File: src/sv/irpph_pkg.sv
// Package for the infrared pulse-pattern hash block.
// Holds the FNV-1 constants, field widths and the comparison and hash step functions.
// No dependencies.
package irpph_pkg;

  localparam int DUR_W       = 16;
  localparam int HASH_W      = 32;
  localparam int BITS_W      = 10;
  localparam int SYM_W       = 2;
  localparam int IN_TDATA_W  = 16;
  localparam int OUT_TDATA_W = 48;

  localparam logic [HASH_W-1:0] FNV_START     = 32'd2166136261;
  localparam logic [HASH_W-1:0] FNV_PRIME_LO  = 32'd403;
  localparam int                MIN_ENTRIES   = 6;
  localparam int                BIT_COUNT_MAX = 1023;

  localparam logic [SYM_W-1:0] SYM_SHORTER = 2'd0;
  localparam logic [SYM_W-1:0] SYM_EQUAL   = 2'd1;
  localparam logic [SYM_W-1:0] SYM_LONGER  = 2'd2;

  typedef logic [DUR_W-1:0]  dur_t;
  typedef logic [HASH_W-1:0] hash_t;
  typedef logic [BITS_W-1:0] bits_t;
  typedef logic [SYM_W-1:0]  sym_t;

  // 0 if 5*new < 4*old, 2 if 5*old < 4*new, else 1
  function automatic sym_t cmp_pulse(input dur_t old_d, input dur_t new_d);
    logic [DUR_W+2:0] new5;
    logic [DUR_W+2:0] old5;
    logic [DUR_W+2:0] new4;
    logic [DUR_W+2:0] old4;
    sym_t             s;
    new5 = {new_d, 2'b00} + {3'b000, new_d};
    old5 = {old_d, 2'b00} + {3'b000, old_d};
    new4 = {1'b0, new_d, 2'b00};
    old4 = {1'b0, old_d, 2'b00};
    if (new5 < old4) begin
      s = SYM_SHORTER;
    end else if (old5 < new4) begin
      s = SYM_LONGER;
    end else begin
      s = SYM_EQUAL;
    end
    return s;
  endfunction

  // prime = 2^24 + 403, product taken mod 2^32
  function automatic hash_t fnv_step(input hash_t h, input sym_t v);
    hash_t prod;
    prod = {h[7:0], 24'd0} + h * FNV_PRIME_LO;
    return prod ^ {{(HASH_W-SYM_W){1'b0}}, v};
  endfunction

endpackage

File: src/sv/ir_pulse_pattern_hash.sv
// Infrared pulse-pattern hash: top level.
// Compares each duration with the one two entries back and folds the result into FNV-1.
// Depends on irpph_pkg.
//
// Input stream (s_*): one pulse duration per word in s_tdata, s_tlast on the final
// entry of a burst. Output stream (m_*): one word per burst, sent for the entry that
// carries s_tlast, with the hash and bit count in m_tdata and the valid flag in m_tuser.
// A burst of fewer than six entries reports valid low and a zero hash.
// Entries beyond MAX_ENTRIES are dropped, but a dropped entry with tlast still ends
// the burst.
// Path: an accepted word waits in the input register, is processed from there, and
// its result is registered into the output register that drives m_tvalid.
// Throughput: one word per cycle while no last word is stalled, set by the hash update
// (shift-add multiply by the FNV prime and xor) feeding back into the running hash register.
// While a result waits on m_tready, input words keep flowing; only a further last
// word stalls in the input register, and then s_tready drops.
// Reset (rst, synchronous) empties both registers and returns the burst state to
// zero counts and the FNV offset basis.
module ir_pulse_pattern_hash #(
  parameter int MAX_ENTRIES = 1024
) (
  input  logic                                clk,
  input  logic                                rst,
  input  logic                                s_tvalid,
  output logic                                s_tready,
  input  logic [irpph_pkg::IN_TDATA_W-1:0]    s_tdata,   // [15:0] duration
  input  logic                                s_tlast,
  output logic                                m_tvalid,
  input  logic                                m_tready,
  output logic [irpph_pkg::OUT_TDATA_W-1:0]   m_tdata,   // [31:0] hash_value, [41:32] bit_count
  output logic                                m_tuser    // [0] valid_res
);
  import irpph_pkg::*;

  localparam int CW = $clog2(MAX_ENTRIES + 1);
  localparam int BW = (CW > BITS_W) ? CW : BITS_W;

  logic          in_valid;
  dur_t          in_dur;
  logic          in_last;

  dur_t          older_duration;
  dur_t          newer_duration;
  logic [CW-1:0] entry_count;
  hash_t         running_hash;

  logic          out_valid;
  hash_t         out_hash;
  bits_t         out_bits;
  logic          out_ok;

  logic          proc;
  logic          take;
  logic [CW-1:0] count_next;
  hash_t         hash_next;
  logic [BW-1:0] half;
  bits_t         bits_sat;
  logic          ok;

  assign proc     = in_valid && !(in_last && out_valid && !m_tready);
  assign s_tready = !in_valid || proc;
  assign take     = entry_count < CW'(MAX_ENTRIES);

  always_comb begin
    count_next = entry_count;
    hash_next  = running_hash;
    if (take) begin
      count_next = entry_count + CW'(1);
      if (entry_count >= CW'(3)) begin
        hash_next = fnv_step(running_hash, cmp_pulse(older_duration, in_dur));
      end
    end
    half = BW'(count_next >> 1);
    if (half > BW'(BIT_COUNT_MAX)) begin
      bits_sat = BITS_W'(BIT_COUNT_MAX);
    end else begin
      bits_sat = half[BITS_W-1:0];
    end
    ok = count_next >= CW'(MIN_ENTRIES);
  end

  always_ff @(posedge clk) begin
    if (rst) begin
      in_valid <= 1'b0;
    end else if (s_tready) begin
      in_valid <= s_tvalid;
    end
    if (s_tready && s_tvalid) begin
      in_dur  <= s_tdata[DUR_W-1:0];
      in_last <= s_tlast;
    end
  end

  always_ff @(posedge clk) begin
    if (rst) begin
      older_duration <= '0;
      newer_duration <= '0;
      entry_count    <= '0;
      running_hash   <= FNV_START;
    end else if (proc) begin
      if (in_last) begin
        older_duration <= '0;
        newer_duration <= '0;
        entry_count    <= '0;
        running_hash   <= FNV_START;
      end else begin
        if (take) begin
          older_duration <= newer_duration;
          newer_duration <= in_dur;
        end
        entry_count  <= count_next;
        running_hash <= hash_next;
      end
    end
  end

  always_ff @(posedge clk) begin
    if (rst) begin
      out_valid <= 1'b0;
    end else if (proc && in_last) begin
      out_valid <= 1'b1;
    end else if (m_tready) begin
      out_valid <= 1'b0;
    end
    if (proc && in_last) begin
      out_hash <= ok ? hash_next : '0;
      out_bits <= bits_sat;
      out_ok   <= ok;
    end
  end

  assign m_tvalid = out_valid;
  assign m_tdata  = {{(OUT_TDATA_W-HASH_W-BITS_W){1'b0}}, out_bits, out_hash};
  assign m_tuser  = out_ok;

  a_short_zero: assert property (@(posedge clk) disable iff (rst)
    m_tvalid && !m_tuser |-> m_tdata[HASH_W-1:0] == '0)
    else $error("short burst result carries a nonzero hash");

  a_count_bound: assert property (@(posedge clk) disable iff (rst)
    entry_count <= CW'(MAX_ENTRIES))
    else $error("entry count beyond limit");

  a_burst_clear: assert property (@(posedge clk) disable iff (rst)
    proc && in_last |=> entry_count == '0 && running_hash == FNV_START)
    else $error("burst state not cleared after result");

  a_stall_cause: assert property (@(posedge clk) disable iff (rst)
    !s_tready |-> in_valid && in_last && m_tvalid && !m_tready)
    else $error("input stalled without a pending result");

endmodule
File: config.mk
export PLATFORM = sky130hd
export DESIGN_NAME = ir_pulse_pattern_hash
export DESIGN_NICKNAME = d
export VERILOG_FILES = /design/src/sv/irpph_pkg.sv /design/src/sv/ir_pulse_pattern_hash.sv
export SDC_FILE = /design/constraint.sdc
export NUM_CORES = 1
export LEC_CHECK = 0
export BUFFER_PORTS_ARGS = -buffer_cell sky130_fd_sc_hd__buf_2
export CAP_MARGIN = 15
export CORE_MARGIN = 2
export CORE_UTILIZATION = 45
export CTS_BUF_LIST = sky130_fd_sc_hd__clkbuf_16
export CTS_CLUSTER_DIAMETER = 100
export DETAILED_ROUTE_END_ITERATION = 6
export GPL_TIMING_DRIVEN = 0
export PLACE_DENSITY = 0.6
export SYNTH_ARGS = -nofsm -noshare
export SYNTH_HDL_FRONTEND = slang
export SYNTH_SLANG_ARGS = --single-unit
File: constraint.sdc
create_clock -name clk -period 12.7 [get_ports clk]
set_input_delay 1.905 -clock clk [delete_from_list [all_inputs] [get_ports clk]]
set_output_delay 1.905 -clock clk [all_outputs]
set_load 0.02 [all_outputs]
==> flow_summary.json, run 1 <==
{
  "run_status": "completed",
  "synth_top_flop_cell": "dfxtp_1",
  "crit_required_ns": 12.89,
  "numCtsBuffers": 17,
  "drt-total-wl_um": 31400,
  "yosysTopAreaCell": "ha_1",
  "clock.fmax_mhz": 181,
  "total_power_mw": 1.18,
  "power_density_nw_per_um2": 86.5,
  "syn_area_per_cell_sq_um": 9.29,
  "holdBufCountCts": 0,
  "clock_tree.buffer_depth": 2,
  "synth_enable_flop_cells": 60,
  "synth-compound-area-share": 0.170,
  "layout_common_cells": "inv_1 (230), ha_1 (176), nor2_1 (86), nand2_1 (85)",
  "route.detailed.drc": 0,
  "finish.net_count": 1678,
  "synthSimpleGateAreaFrac": 0.106,
  "ctsHtreeMaxLevel": 4,
  "dr.pass1.iters": 5,
  "relSlewSlack": 0.477,
  "synth.cell_area_sq_um": 12200,
  "synthDominantCellAreaShare": 0.180,
  "detailedRoute.firstIterationViolations": 585,
  "clk_transition_reported_paths_ns": 0.08,
  "clk-insertion-delay-late_ns": 0.44,
  "gp_congestion": 0.901,
  "cts_root_buffer": "clkbuf_16",
  "hold_path.class": "register to register",
  "total_gr_overflow": 0,
  "cts_resized": 0,
  "clock_sinks": 137,
  "layout_worst_path_cycle_share": 0.436,
  "synth-xor-area-share": 0.0481,
  "floorplan.initialDensity": 0.455,
  "chipWidth_um": 169,
  "boundaryPins": 72,
  "place_area_sq_um": 13000,
  "max_cap_violations": 0,
  "postLayoutSetupSlackWorst_ns": 7.17,
  "area_delta_synth_final_pct": 11.6,
  "place_inst": 1726,
  "dp_hpwl_um": 25200,
  "leakage_nw": 6.44,
  "layout.cells.most_common": "inv_1",
  "worst_setup_ep_type": "register",
  "row_count": 60,
  "design_area_sq_um": 13600,
  "wire_per_inst_um": 17.9,
  "setup-violations-final": 0,
  "grt_pass1_wl_um": 50600,
  "postCtsSetupRepairBufs": 0,
  "synthDistinctLibCells": 76,
  "maximum_fanout_along_the_worst_path": 6,
  "clock_skew_ns": 0.0126,
  "antenna-diode-count": 0,
  "cp-start-kind": "register",
  "pin_count_of_the_biggest_net_entering_global_routing": 29,
  "crit_arrival_ns": 5.72,
  "synth_top_family_by_area": "adder cells",
  "non_filler_cells_final": 1758,
  "io_buffer_count": 65,
  "synthesis.yosys.warnings": 0,
  "antenna_found_initial": 0,
  "number_of_pins_exceeding_their_max_slew_limit_in_the_final_report": 0,
  "synth.ff_latch_count": 137,
  "synth_cells": 1314,
  "synth_seq_area_share": 0.274,
  "layout.core_utilization": 0.508,
  "rsz0062_at_grt": "false",
  "grt_pass1_vias": 9515,
  "global_route.usage.total": 0.228,
  "final-hold-violation-count": 0,
  "netlist_top_cells_area": "ha_1 (18%), edfxtp_1 (15%), dfxtp_1 (13%)",
  "n_fill_cell": 2511,
  "post_route_cells_drive_above_1_share": 0.0932,
  "setup_tns_ns": 0,
  "cts_tree": "yes",
  "synth_adder_area_share": 0.307,
  "routed_via_density": 5.43,
  "setup.worst_path.class": "register to register",
  "synth-async-reset-ratio": 0,
  "core_sq_um": 26800,
  "num_vias": 9543,
  "final_antenna_net_count": 0,
  "place_ws_ns": 7.28,
  "multiplexer_share_of_the_synthesized_area": 0.00584,
  "worstMarginPinSlew_ns": 0.785,
  "ir_worst_vdd_uv": 55.5,
  "period_needed_ns": 5.53,
  "fin_worst_hold_slack_ns": 0.503,
  "die_boundary_height_um": 169,
  "die_area_sq_um": 28500
}
==> flip-flops by register name, indices dropped and copies added (netlist names) <==
| signal | cells |
|---|---|
| out_hash | 32 |
| m_tuser | 1 |
| older_duration | 16 |
| running_hash | 32 |
| out_bits | 10 |
| entry_count | 11 |
| in_valid | 1 |
| in_dur | 16 |
| m_tvalid | 1 |
| in_last | 1 |
| newer_duration | 16 |
==> synthesized netlist by cell type, types with 4 or more instances <==
master,number
a211o_1,7
a211oi_1,9
a21o_1,26
a21oi_1,72
a22o_1,14
a22oi_1,47
a31oi_1,9
and2_1,10
and3_1,6
and4_1,4
buf_2,4
buf_4,6
clkbuf_1,32
dfxtp_1,77
edfxtp_1,60
fa_1,77
ha_1,176
inv_1,230
mux2i_1,6
nand2_1,85
nand2b_1,6
nand3_1,16
nand4_1,10
nor2_1,86
nor2b_1,10
nor3_1,20
nor4_1,4
o211ai_1,15
o21a_1,13
o21ai_0,31
o21ai_1,10
o21bai_1,6
or3_1,7
xnor2_1,57
xor2_1,10
==> critical path, cell delays in order (launching register included) <==
cell       delay (ns)
dfxtp_1          0.55
ha_1             0.33
ha_1             0.28
ha_1             0.27
inv_1            0.05
fa_1             0.53
inv_1            0.05
ha_1             0.30
ha_1             0.26
fa_1             0.46
a211oi_2         0.29
o21a_1           0.25
o21ai_1          0.19
a22o_1           0.28
a2111oi_4        0.48
o2111a_1         0.37
mux2i_1          0.23
nand3_1          0.09
==> per-layer routing <==
metal  GRT usage  up-vias  part of all wire
li1            -     4699                 -
met1       0.299     4587              0.45
met2       0.398      220              0.49
met3      0.0302       37             0.040
met4      0.0592        0             0.019
met5           0        -                 0
==> kinds of logic (layout without fill, tap and decap cells) <==
group,after synthesis,after routing
compound gates,297,297
buf+inv,277,375
simple gates,275,275
fa+ha+maj,253,253
flops,137,137
xor+xnor,67,67
mux,7,7
other cells,1,6
==> power breakdown <==
| group | internal [mW] | switching [mW] | leakage, nW |
|---|---|---|---|
| Sequential | 0.468 | 0.00816 | 1.19 |
| Combinational | 0.0707 | 0.108 | 4.94 |
| Clock | 0.270 | 0.254 | 0.302 |
==> layout make-up <==
cell class	instances	area, sq um	share of cell area
Clock buffer	17	425	0.0312
Timing Repair Buffer	66	345	0.0254
Sequential cell	137	3340	0.245
Buffer	45	211	0.0155
Inverter	232	871	0.0639
Multi-Input combinational cell	905	7800	0.572
Clock inverter	15	201	0.0148
Tap cell	341	427	0.0313
==> worst paths after layout <==
path | endpoint | depth (start not counted) | slack, ns | from
worst max-delay path | out_hash[29] | 17 | 7.17 | running_hash[5]
worst min-delay path | newer_duration[8] | 2 | 0.50 | newer_duration[8]
worst max register to register | out_hash[29] | 17 | 7.17 | running_hash[5]
worst min register to register | newer_duration[8] | 2 | 0.50 | newer_duration[8]
(Power assumes the default switching activity.)
==> run 2, diff against run 1 <==
--- a/config.mk
+++ b/config.mk
@@ -5,6 +5,7 @@
 export SDC_FILE = /design/constraint.sdc
 export NUM_CORES = 1
 export LEC_CHECK = 0
+export ABC_AREA = 1
 export BUFFER_PORTS_ARGS = -buffer_cell sky130_fd_sc_hd__buf_2
 export CAP_MARGIN = 15
 export CORE_MARGIN = 2
==> constraint.sdc (replaced) <==
create_clock -name clk -period 5.6 [get_ports clk]
set_input_delay 0.84 -clock clk [delete_from_list [all_inputs] [get_ports clk]]
set_output_delay 0.84 -clock clk [all_outputs]
set_load 0.02 [all_outputs]
==> run 2 against run 1 <==
Die area about the same. First-iteration DRC count decreased by 9.7%. Flip-flop and latch count unchanged. Non-clock buffer count decreased by 9. Largest cell class unchanged. Largest power group is now combinational cells.
==> flow_summary.json, run 2 <==
{
  "run_status": "completed",
  "core_sq_um": 26800,
  "ir_worst_vdd_uv": 177,
  "synth_top_cells_by_count": "inv_1 (311), nand2_1 (255), ha_1 (176), a21oi_1 (138), nor2_1 (91)",
  "clock_sinks": 137,
  "maximum_fanout_along_the_worst_path": 6,
  "critical_path.cell_chain": "ha_1 > inv_1 > fa_1 > inv_1 > fa_1 > fa_1 > inv_1 > fa_1 > inv_1 > ha_1 > nand2_1 > nor3_1 > nand3_1 > nand3_1 > nand2_1 > nand2_1 > xor2_1 > nand2_1 > o21ai_0 > nor2_1",
  "cts_root_buffer": "clkbuf_16",
  "num_vias": 9734,
  "ctsHtreeMaxLevel": 4,
  "slowest_delay_ns": 0.56,
  "rsz0062_at_grt": "false",
  "timing.critical_path.from": "running_hash[18]",
  "yosysTopAreaCell": "ha_1",
  "postCtsSetupRepairBufs": 0,
  "boundaryPins": 72,
  "number_of_pins_exceeding_their_max_slew_limit_in_the_final_report": 0,
  "globalRoute.busiestLayer": "met2",
  "dp_hpwl_um": 25100,
  "groute.layer.met3.usage": 0.0433,
  "die_area_sq_um": 28500,
  "relSlewSlack": 0.377,
  "setup.worst_path.class": "register to register",
  "die_boundary_height_um": 169,
  "total_power_mw": 3.90,
  "floorplan.initialDensity": 0.455,
  "setup-violations-final": 0,
  "cts_resized": 0,
  "worstMarginPinSlew_ns": 0.934,
  "syn_area_per_cell_sq_um": 8.19,
  "area_delta_synth_final_pct": 11.0,
  "layout_common_cells": "inv_1 (310), nand2_1 (255), ha_1 (176), a21oi_1 (138), nor2_1 (91)",
  "synth.ff_latch_count": 137,
  "worst_setup_ep_type": "register",
  "yosys.cell_count.top_type": "inv_1",
  "hold_path.class": "register to register",
  "clock_skew_ns": 0.0130,
  "synth-async-reset-ratio": 0,
  "synthDistinctLibCells": 48,
  "routed_via_density": 5.04,
  "drt-total-wl_um": 31200,
  "numCtsBuffers": 17,
  "met1_global_route_usage": 0.286,
  "crit_required_ns": 5.79,
  "post_route_cells_drive_above_1_share": 0.0804,
  "dr.pass1.iters": 5,
  "gr_util_met2": 0.410,
  "clk-insertion-delay-late_ns": 0.44,
  "fin_worst_hold_slack_ns": 0.457,
  "wire_per_inst_um": 16.1,
  "max_cap_violations": 0,
  "rr_endpoint": "out_hash[28]",
  "synth_enable_flop_cells": 60,
  "grt_pass1_wl_um": 51200,
  "synthDominantCellAreaShare": 0.180,
  "cp-start-kind": "register",
  "power_density_nw_per_um2": 288,
  "finish.net_count": 1853,
  "antenna-diode-count": 0,
  "global_route.usage.total": 0.232,
  "layout.cells.most_common": "inv_1",
  "regToRegStartpoint": "running_hash[18]",
  "route.detailed.drc": 0,
  "synthesis.yosys.warnings": 0,
  "worst-r2r-cell-count": 20,
  "worst_setup_path_endpoint": "out_hash[28]",
  "clk_transition_reported_paths_ns": 0.07,
  "crit_slowest_cell": "fa_1",
  "synth_cells": 1490,
  "period_needed_ns": 4.96,
  "holdBufCountCts": 0,
  "setup_tns_ns": 0,
  "layout_top_registers": "out_hash x32, running_hash x32",
  "layout.core_utilization": 0.505,
  "final-hold-violation-count": 0,
  "rrSetupSlack_ns": 0.64,
  "io_buffer_count": 64,
  "final_antenna_net_count": 0,
  "pin_count_of_the_biggest_net_entering_global_routing": 29,
  "crit_arrival_ns": 5.15,
  "leakage_nw": 6.58,
  "layout_worst_path_cycle_share": 0.886,
  "synth_top_flop_cell": "dfxtp_1",
  "synth_seq_area_share": 0.274,
  "total_gr_overflow": 0,
  "clock_tree.buffer_depth": 2,
  "row_count": 60,
  "gp_congestion": 0.873,
  "clock.fmax_mhz": 201,
  "grt_pass1_vias": 9973,
  "detailedRoute.firstIterationViolations": 528,
  "netlist_top_cells_area": "ha_1 (18%), edfxtp_1 (15%), dfxtp_1 (13%)",
  "antenna_found_initial": 0,
  "cts_tree": "yes",
  "chipWidth_um": 169,
  "synth.cell_area_sq_um": 12200
}
run 2: metal layers:
layer	up-vias	wire length, um	share of wire
met5	-	0	0
met4	0	870	0.028
met3	43	1230	0.039
met2	196	15400	0.49
met1	4536	13700	0.44
li1	4959	-	-
run 2: how the worst min path moves through the flow:
stage | cells after the start | from | slack (ns) | end
floorplan | 2 | newer_duration[11] | 0.44 | older_duration[11]
global placement | 2 | newer_duration[15] | 0.44 | older_duration[15]
detailed placement | 2 | newer_duration[7] | 0.45 | older_duration[7]
CTS | 2 | newer_duration[10] | 0.46 | older_duration[10]
global route | 2 | newer_duration[15] | 0.48 | newer_duration[15]
finish | 2 | newer_duration[13] | 0.46 | older_duration[13]
run 2: layout make-up:
cell class / instances / area (sq um)
fill: 2557 / 13300
multi-input combinational: 1007 / 7520
sequential: 137 / 3340
inverter: 314 / 1180
tap: 341 / 427
clock buffer: 17 / 425
timing repair buffer: 65 / 340
buffer: 37 / 185
clock inverter: 15 / 126
run 2: logic make-up after synthesis:
family	synth area share
simple gates	0.142
buf+inv	0.112
compound gates	0.115
fa+ha+maj	0.307
flops	0.274
xor+xnor	0.0507
other cells	0.000307
run 2: metrics by stage:
step	cells	worst slack (ns)	area, sq um
detailed placement	1901	0.676	13000
CTS	1933	0.599	13500
floorplan	1495	1.22	12200
global route	1933	0.299	13500
finish	1933	0.636	13500
global placement	1900	0.639	13000
run 2: worst max-delay path: cells and delay by family, from the launching register on:
family / cells / cell delay [ns]
compound gates: 1 / 0.10
buf+inv: 4 / 0.23
fa+ha+maj: 6 / 2.75
flops: 1 / 0.36
simple gates: 8 / 1.08
xor+xnor: 1 / 0.20
run 2: power breakdown:
part	leakage, nW	switching (mW)	total [mW]	internal [mW]
Combinational	5.12	1.05	1.68	0.630
Sequential	1.18	0.0281	1.10	1.07
Clock	0.277	0.543	1.13	0.586
==> run 3, diff against run 2 <==
--- a/config.mk
+++ b/config.mk
@@ -10,7 +10,7 @@
 export CAP_MARGIN = 15
 export CORE_MARGIN = 2
 export CORE_UTILIZATION = 45
-export CTS_BUF_LIST = sky130_fd_sc_hd__clkbuf_16
+export CTS_BUF_LIST = sky130_fd_sc_hd__clkbuf_8
 export CTS_CLUSTER_DIAMETER = 100
 export DETAILED_ROUTE_END_ITERATION = 6
 export GPL_TIMING_DRIVEN = 0
==> run 3 against run 2 <==
Clock-buffer cell count unchanged. Critical path depth unchanged. Combinational power about the same. Wire length down 0.48%.
==> flow_summary.json, run 3 (synthesis gave the netlist of run 2 again) <==
{
  "run_status": "completed",
  "period_needed_ns": 4.91,
  "global_route.usage.total": 0.231,
  "boundaryPins": 72,
  "chipWidth_um": 169,
  "final-hold-violation-count": 0,
  "pin_count_of_the_biggest_net_entering_global_routing": 29,
  "cts_root_buffer": "clkbuf_8",
  "dp_hpwl_um": 25100,
  "postCtsSetupRepairBufs": 0,
  "drt-total-wl_um": 31000,
  "gp_congestion": 0.873,
  "clk-insertion-delay-late_ns": 0.47,
  "floorplan.initialDensity": 0.455,
  "final-seq-area_sq_um": 3340,
  "cts_tree": "yes",
  "antenna_found_initial": 0,
  "clk_transition_reported_paths_ns": 0.10,
  "cp-start-kind": "register",
  "place_area_sq_um": 13000,
  "ir_worst_vdd_uv": 143,
  "io_buffer_count": 64,
  "layout_worst_path_cycle_share": 0.876,
  "die_boundary_height_um": 169,
  "post_route_cells_drive_above_1_share": 0.0804,
  "maximum_fanout_along_the_worst_path": 6,
  "clock.fmax_mhz": 204,
  "hold_path.class": "register to register",
  "crit_required_ns": 5.83,
  "die_area_sq_um": 28500,
  "max_cap_violations": 0,
  "core_sq_um": 26800,
  "crit_arrival_ns": 5.14,
  "layout.cells.most_common": "inv_1",
  "number_of_pins_exceeding_their_max_slew_limit_in_the_final_report": 0,
  "route.detailed.drc": 0,
  "holdBufCountCts": 0,
  "power_density_nw_per_um2": 269,
  "ctsHtreeMaxLevel": 4,
  "num_vias": 9711,
  "power_frac_seq": 0.305,
  "cts_resized": 0,
  "antenna-diode-count": 0,
  "worstMarginPinSlew_ns": 0.962,
  "clock_skew_ns": 0.0190,
  "area_of_combinational_cells_with_multiple_inputs_sq_um": 7520,
  "layout_common_cells": "inv_1 (310), nand2_1 (255), ha_1 (176), a21oi_1 (138), nor2_1 (91)",
  "pwr-share-comb": 0.465,
  "grt_pass1_wl_um": 51100,
  "clock_sinks": 137,
  "p_int_mw": 2.02,
  "area_delta_synth_final_pct": 9.39,
  "total_power_mw": 3.59,
  "total_switching_power_mw": 1.57,
  "leakage_nw": 6.50,
  "total_gr_overflow": 0,
  "n_fill_cell": 2589,
  "row_count": 60,
  "final_antenna_net_count": 0,
  "setup-violations-final": 0,
  "setup.worst_path.class": "register to register",
  "worst_setup_ep_type": "register",
  "relSlewSlack": 0.359,
  "power.switching_fraction": 0.437,
  "dr.pass1.iters": 7,
  "routed_via_density": 5.02,
  "numCtsBuffers": 17,
  "design_area_sq_um": 13400,
  "wire_per_inst_um": 16.1,
  "setup_tns_ns": 0,
  "grt_pass1_vias": 9946,
  "detailedRoute.firstIterationViolations": 472,
  "finish.net_count": 1853,
  "rsz0062_at_grt": "false",
  "power.clock.fraction": 0.230,
  "layout_top_registers": "out_hash x32, running_hash x32",
  "clock_tree.buffer_depth": 2
}
-- run 3: path summary, 6_finish.rpt --
kind,from,to,slack [ns],cells after the start
hold / removal,newer_duration[13],older_duration[13],0.46,2
setup reg to reg,running_hash[17],out_hash[28],0.69,20
setup / recovery,running_hash[17],out_hash[28],0.69,20
hold reg to reg,newer_duration[13],older_duration[13],0.46,2
-- run 3: critical path: stages, from the launching register on --
cell and delay (ns):
dfxtp_1 0.37, ha_1 0.35, inv_1 0.07, fa_1 0.49, inv_1 0.06, fa_1 0.50
fa_1 0.56, inv_1 0.06, fa_1 0.50, inv_1 0.04, ha_1 0.36, nand2_1 0.12
nor3_1 0.28, nand3_1 0.11, nand3_1 0.19, nand2_1 0.08, nand2_1 0.08, xor2_1 0.20
nand2_1 0.10, o21ai_0 0.10, nor2_1 0.06
-- run 3: metal layers --
layer / wire length (um) / vias up / share of wire / GRT usage
met5: 0 / - / 0 / 0
met4: 956 / 0 / 0.031 / 0.0817
met3: 1290 / 45 / 0.042 / 0.0402
met2: 15100 / 178 / 0.49 / 0.405
met1: 13700 / 4525 / 0.44 / 0.287
li1: - / 4963 / - / -
-- run 3: power by group through the flow --
stage,Clock (mW),Sequential (mW),Combinational [mW]
after CTS,0.839,1.10,1.68
after global placement,0,1.12,1.65
after detailed placement,0,1.12,1.66
final,0.826,1.10,1.67
after floorplan,0,1.12,1.26
after global routing,0.884,1.10,1.92
-- run 3: area by class of cell --
type,instances,share of cell area
repair buffers,65,0.0255
multi-input cells,1007,0.563
well taps,341,0.0320
clock inverters,15,0.00946
inverters,314,0.0883
flip-flops and latches,137,0.250
plain buffers,37,0.0139
clock buffers,17,0.0175
-- run 3: per-stage QoR --
stage	hold WS, ns	utilization	std cells	setup slack, ns
after floorplan	0.439	-	1495	1.22
after global placement	0.442	0.484	1900	0.639
after detailed placement	0.451	0.485	1901	0.676
after CTS	0.466	0.498	1933	0.647
after global routing	0.488	0.498	1933	0.291
final	0.459	0.498	1933	0.692
